**src/hdl/sorted_table_binary_search_macros.svh**
```systemverilog
// Assertion macros shared by the sorted table search modules.
// Expects signals clk and rst in the module that uses them.
`ifndef SORTED_TABLE_BINARY_SEARCH_MACROS_SVH
`define SORTED_TABLE_BINARY_SEARCH_MACROS_SVH

// Clocked property, switched off while reset is high
`define STB_ASSERT(lbl, prop, msg) \
  lbl: assert property (@(posedge clk) disable iff (rst) (prop)) else $error(msg);

// Same-cycle implication built on the clocked form
`define STB_IMPLIES(lbl, ante, cons, msg) \
  `STB_ASSERT(lbl, (ante) |-> (cons), msg)

`endif

```
**src/hdl/stbs_pkg.sv**
```systemverilog
// Package for the sorted table search block: field widths, word types,
// request codes and controller/datapath interface structs. No dependencies.
`timescale 1ns / 1ps

package stbs_pkg;

  localparam int IDX_W          = 10;
  localparam int VAL_W          = 32;
  localparam int CFG_W          = 11;
  localparam int TABLE_DEPTH_DEF = 1024;
  localparam int KEY_WIDTH_DEF   = 32;

  // Request codes
  localparam logic REQ_LOAD   = 1'b0;
  localparam logic REQ_SEARCH = 1'b1;

  // Input word
  typedef struct packed {
    logic             req_type;
    logic [IDX_W-1:0] entry_index;
    logic [VAL_W-1:0] key_value;
  } req_t;

  // Result word
  typedef struct packed {
    logic             found;
    logic [IDX_W-1:0] match_index;
  } rsp_t;

  // Controller to datapath
  typedef struct packed {
    logic load_we;   // write one table entry
    logic start;     // open a search, issue first probe
    logic step;      // compare probe, narrow range, issue next probe
    logic push;      // move search outcome into output register
  } cmd_t;

  // Datapath to controller
  typedef struct packed {
    logic count_zero;  // table in use is empty
    logic step_done;   // match, or range now empty
  } sts_t;

endpackage

```
**src/hdl/stbs_ctrl.sv**
```systemverilog
// Controller for the sorted table search: accepts words, sequences the
// search steps and owns the result valid flag. Uses stbs_pkg and the macros.
`timescale 1ns / 1ps
`include "sorted_table_binary_search_macros.svh"

module stbs_ctrl (
  input  logic          clk,
  input  logic          rst,
  input  logic          req_valid,
  input  logic          req_type,
  output logic          req_stall,
  output logic          rsp_valid,
  input  logic          rsp_stall,
  input  stbs_pkg::sts_t sts,
  output stbs_pkg::cmd_t cmd
);
  import stbs_pkg::*;

  typedef enum logic [2:0] {
    ST_IDLE   = 3'b001,
    ST_SEARCH = 3'b010,
    ST_RESULT = 3'b100
  } state_t;

  state_t state, state_next;
  logic   accept;
  logic   out_free;

  assign req_stall = (state != ST_IDLE);
  assign accept    = req_valid && !req_stall;
  assign out_free  = !rsp_valid || !rsp_stall;

  // Next state and commands
  always_comb begin
    state_next  = state;
    cmd         = '0;
    case (state)
      ST_IDLE: begin
        if (accept) begin
          if (req_type == REQ_SEARCH) begin
            cmd.start  = 1'b1;
            state_next = sts.count_zero ? ST_RESULT : ST_SEARCH;
          end else begin
            cmd.load_we = 1'b1;
          end
        end
      end
      ST_SEARCH: begin
        cmd.step = 1'b1;
        if (sts.step_done) begin
          state_next = ST_RESULT;
        end
      end
      ST_RESULT: begin
        if (out_free) begin
          cmd.push   = 1'b1;
          state_next = ST_IDLE;
        end
      end
      default: begin
        state_next = ST_IDLE;
      end
    endcase
  end

  // State and result valid flag
  always_ff @(posedge clk) begin
    if (rst) begin
      state     <= ST_IDLE;
      rsp_valid <= 1'b0;
    end else begin
      state <= state_next;
      if (cmd.push) begin
        rsp_valid <= 1'b1;
      end else if (!rsp_stall) begin
        rsp_valid <= 1'b0;
      end
    end
  end

  `STB_IMPLIES(a_push_no_overwrite, cmd.push, !rsp_valid || !rsp_stall, "result word overwritten")
  `STB_ASSERT(a_search_enters_loop, (cmd.start && !sts.count_zero) |=> (state == ST_SEARCH), "search did not start stepping")
  `STB_ASSERT(a_push_sets_valid, cmd.push |=> rsp_valid, "pushed result not shown")

endmodule

```
**config.mk**
```make
export PLATFORM = sky130hd
export DESIGN_NAME = stbs_ctrl
export DESIGN_NICKNAME = d
export VERILOG_FILES = /design/src/hdl/stbs_pkg.sv /design/src/hdl/stbs_ctrl.sv
export VERILOG_INCLUDE_DIRS = /design/src /design/src/hdl
export SDC_FILE = /design/constraint.sdc
export NUM_CORES = 1
export LEC_CHECK = 0
export ABC_CLOCK_PERIOD_IN_PS = 1600
export BUFFER_PORTS_ARGS = -buffer_cell sky130_fd_sc_hd__buf_2
export CAP_MARGIN = 20
export CORE_AREA = 2 2 39 41
export DETAILED_ROUTE_END_ITERATION = 8
export DIE_AREA = 0 0 41 43
export PLACE_DENSITY = 0.38
export REMOVE_ABC_BUFFERS = 1
export SLEW_MARGIN = 30
export SYNTH_ARGS = -nofsm -noshare
export SYNTH_HDL_FRONTEND = slang
export SYNTH_SLANG_ARGS = --single-unit
```
**constraint.sdc**
```tcl
create_clock -name clk -period 1.6 [get_ports clk]
set_clock_uncertainty 0.05 [all_clocks]
set_input_delay 0.32 -clock clk [delete_from_list [all_inputs] [get_ports clk]]
set_output_delay 0.32 -clock clk [all_outputs]
set_load 0.03 [all_outputs]
```
==> metrics.yaml <==
outcome: "finished with violations"
failed_checks: "negative setup slack"
synth_area_um2: 225.2
worst_pin_slew_ns: 0.2457
die_area_um2: 1763
finalNetCount: 55
clock-sinks: 4
max_stage_delay_ns: 0.41
numCtsBuffers: 3
post-route-util_pct: 25.95
p_leak_nw: 0.1642
rsz0062_at_grt: "true"
slew_headroom_pct: 83.39
cts_hold_buf: 0
portBuffers: 12
drc: 0
crit_fanout: 4
crit_arrival_ns: 1.27
grt_pass1_vias: 248
syn_inst: 28
grt_overflow: 0
grt_max_degree: 8
fin_crit_ns: 1.642
ys_warn_count: 0
routed_via_density: 4.242
ir_worst_vdd_mv: 0.2444
cts_tree: "yes"
dr.pass1.iters: 1
clock-root-buffer: "clkbuf_4"
drt-initial-drc-count: 0
die_w_um: 41
startpoint_type: "register"
syn_area_per_cell_um2: 8.043
initial_core_util_pct: 16.27
num_rows: 14
ios: 13
antenna_found_initial: 0
fin_crit_sh_pct: 102.6
maxSlewViolCount: 0
cp_slowest_cell: "or3b_4"
hold_violations: 0
vias: 263
clk_latency_ns: 0.23
design.core.area_um2: 1384
pre_cts_slack_ns: 0.1480
worst_slack_ns: -0.04231
antenna_cells: 0
worst_path_dominant_cell_family: "simple AND/OR/NAND/NOR gates"
ant_nets: 0
ys_ff_latch: 4
path_buf_inv: 1
place_area_um2: 327.8
critical_path_class: "reg2out"
place.gp.congestion: 0.6185
cts_max_path_buffers: 2
cts_setup_buffers: 0
fin_area_um2: 359.1
cp_cell_sequence: "or3b_4 -> nor3b_2 -> buf_4"
clk_pin_slew_ns: 0.04
fillers: 164
post_drt_wl_per_cell_um: 9.161
area_growth_pct: 59.44
endpoint_kind: "primary output"
min_path_type: "in2reg"
fmax_mhz: 608.9
multi_input_area_um2: 137.6
max-cap-violations: 0
powerDensity_nw_per_um2: 911.1
h-tree-depth: 1
grt_usage_pct: 8.233
yosysUniqueCellTypes: 16
synth_seq_area_share_pct: 35.56
setup_viol: 1
finalWirelength_um: 568
worstPathRequired_ns: 1.23
drive_above_1_share_pct: 45.65
regArea_um2: 81.33
die_h_um: 43
grt_pass1_wl_um: 897
## worst paths after layout
kind / cells past startpoint / start / slack [ns] / to
setup reg to reg: 4 / state[2] / 0.46 / state[2]
setup / recovery: 3 / state[2] / -0.04 / cmd[3]
hold reg to reg: 2 / rsp_valid / 0.43 / rsp_valid
hold / removal: 2 / rst / 0.23 / rsp_valid
## per-layer routing
| metal | track usage (%) | share of wire, % | routed length [um] | vias up |
|---|---|---|---|---|
| li1 | - | - | - | 139 |
| met2 | 11.56 | 53 | 299 | 4 |
| met1 | 7.717 | 42 | 239 | 120 |
| met3 | 3.141 | 5.1 | 29 | 0 |
| met5 | 0 | 0 | 0 | - |
| met4 | 10.00 | 0 | 0 | 0 |
## worst reg2reg max path: stages, from the launching register on
cell and delay, ns:
dfxtp_1 0.30, buf_4 0.15, nand2b_1 0.17, o21a_1 0.18
o21a_1 0.18
## power breakdown
part | internal, mW | switching (mW) | leakage, nW
Sequential | 0.107 | 0.00312 | 0.0323
Clock | 0.0836 | 0.0367 | 0.0138
Combinational | 0.0419 | 0.0548 | 0.118
## registers in the layout (all words and copies together), names as in the netlist
register / flops
rsp_valid: 1
state: 3
## area by class of cell
class | instances | share of cell area (%)
timing repair buffer | 15 | 25.09
inverter | 2 | 2.091
multi-input combinational | 22 | 38.33
sequential | 4 | 22.65
tap | 16 | 5.575
clock buffer | 3 | 6.272
## placed cells by master (no fill, tap or decap)
cell type	instances
clkbuf_4	3
o21a_1	2
nor3b_1	1
dfxtp_2	1
buf_2	9
dfxtp_1	3
or3b_4	1
nor4b_1	1
nand4b_1	1
nor4_1	1
nand2b_1	1
buf_4	6
o31ai_1	1
nand2_1	3
nor2_1	3
a21oi_1	4
nand3_1	1
nor3b_2	1
inv_1	2
a31oi_1	1
## cells by family after synthesis
logic type	Yosys count	share of synthesized area, %
AOI/OAI and AO/OA	8	21.67
buffers and inverters	2	3.335
DFF	4	35.56
and+or+nand+nor	14	39.45
## repair_timing
item / 4_1_cts / 5_1_grt
resized for setup: 3 / 2
pin swaps: 1 / 0
endpoints found under the setup margin: 2 / 3
## cells in the mapped netlist
cell type / instances / share of area, %
nor4_1: 1 / 2.8
nor2_1: 3 / 5.0
dfxtp_1: 4 / 36
o31ai_1: 1 / 3.3
inv_1: 2 / 3.3
nor4b_1: 1 / 3.9
nand4b_1: 1 / 3.9
nand2b_1: 1 / 2.8
a31oi_1: 1 / 2.8
nand2_1: 3 / 5.0
nor3b_1: 1 / 3.3
nor3b_2: 1 / 5.6
or3b_4: 1 / 5.0
a21oi_1: 4 / 8.9
nand3_1: 1 / 2.2
o21a_1: 2 / 6.7
## stage by stage
stage / setup TNS [ns] / hold slack (ns) / instances / power [mW]
after floorplan: -0.1476 / 0.3391 / 28 / 0.1708
after global placement: 0 / 0.4330 / 59 / 0.2069
after detailed placement: 0 / 0.4249 / 59 / 0.2056
after CTS: -0.05577 / 0.2250 / 62 / 0.3342
after global routing: -0.1442 / 0.2239 / 62 / 0.3551
final: -0.04231 / 0.2327 / 62 / 0.3272
Power figures use the tool's default switching activity.
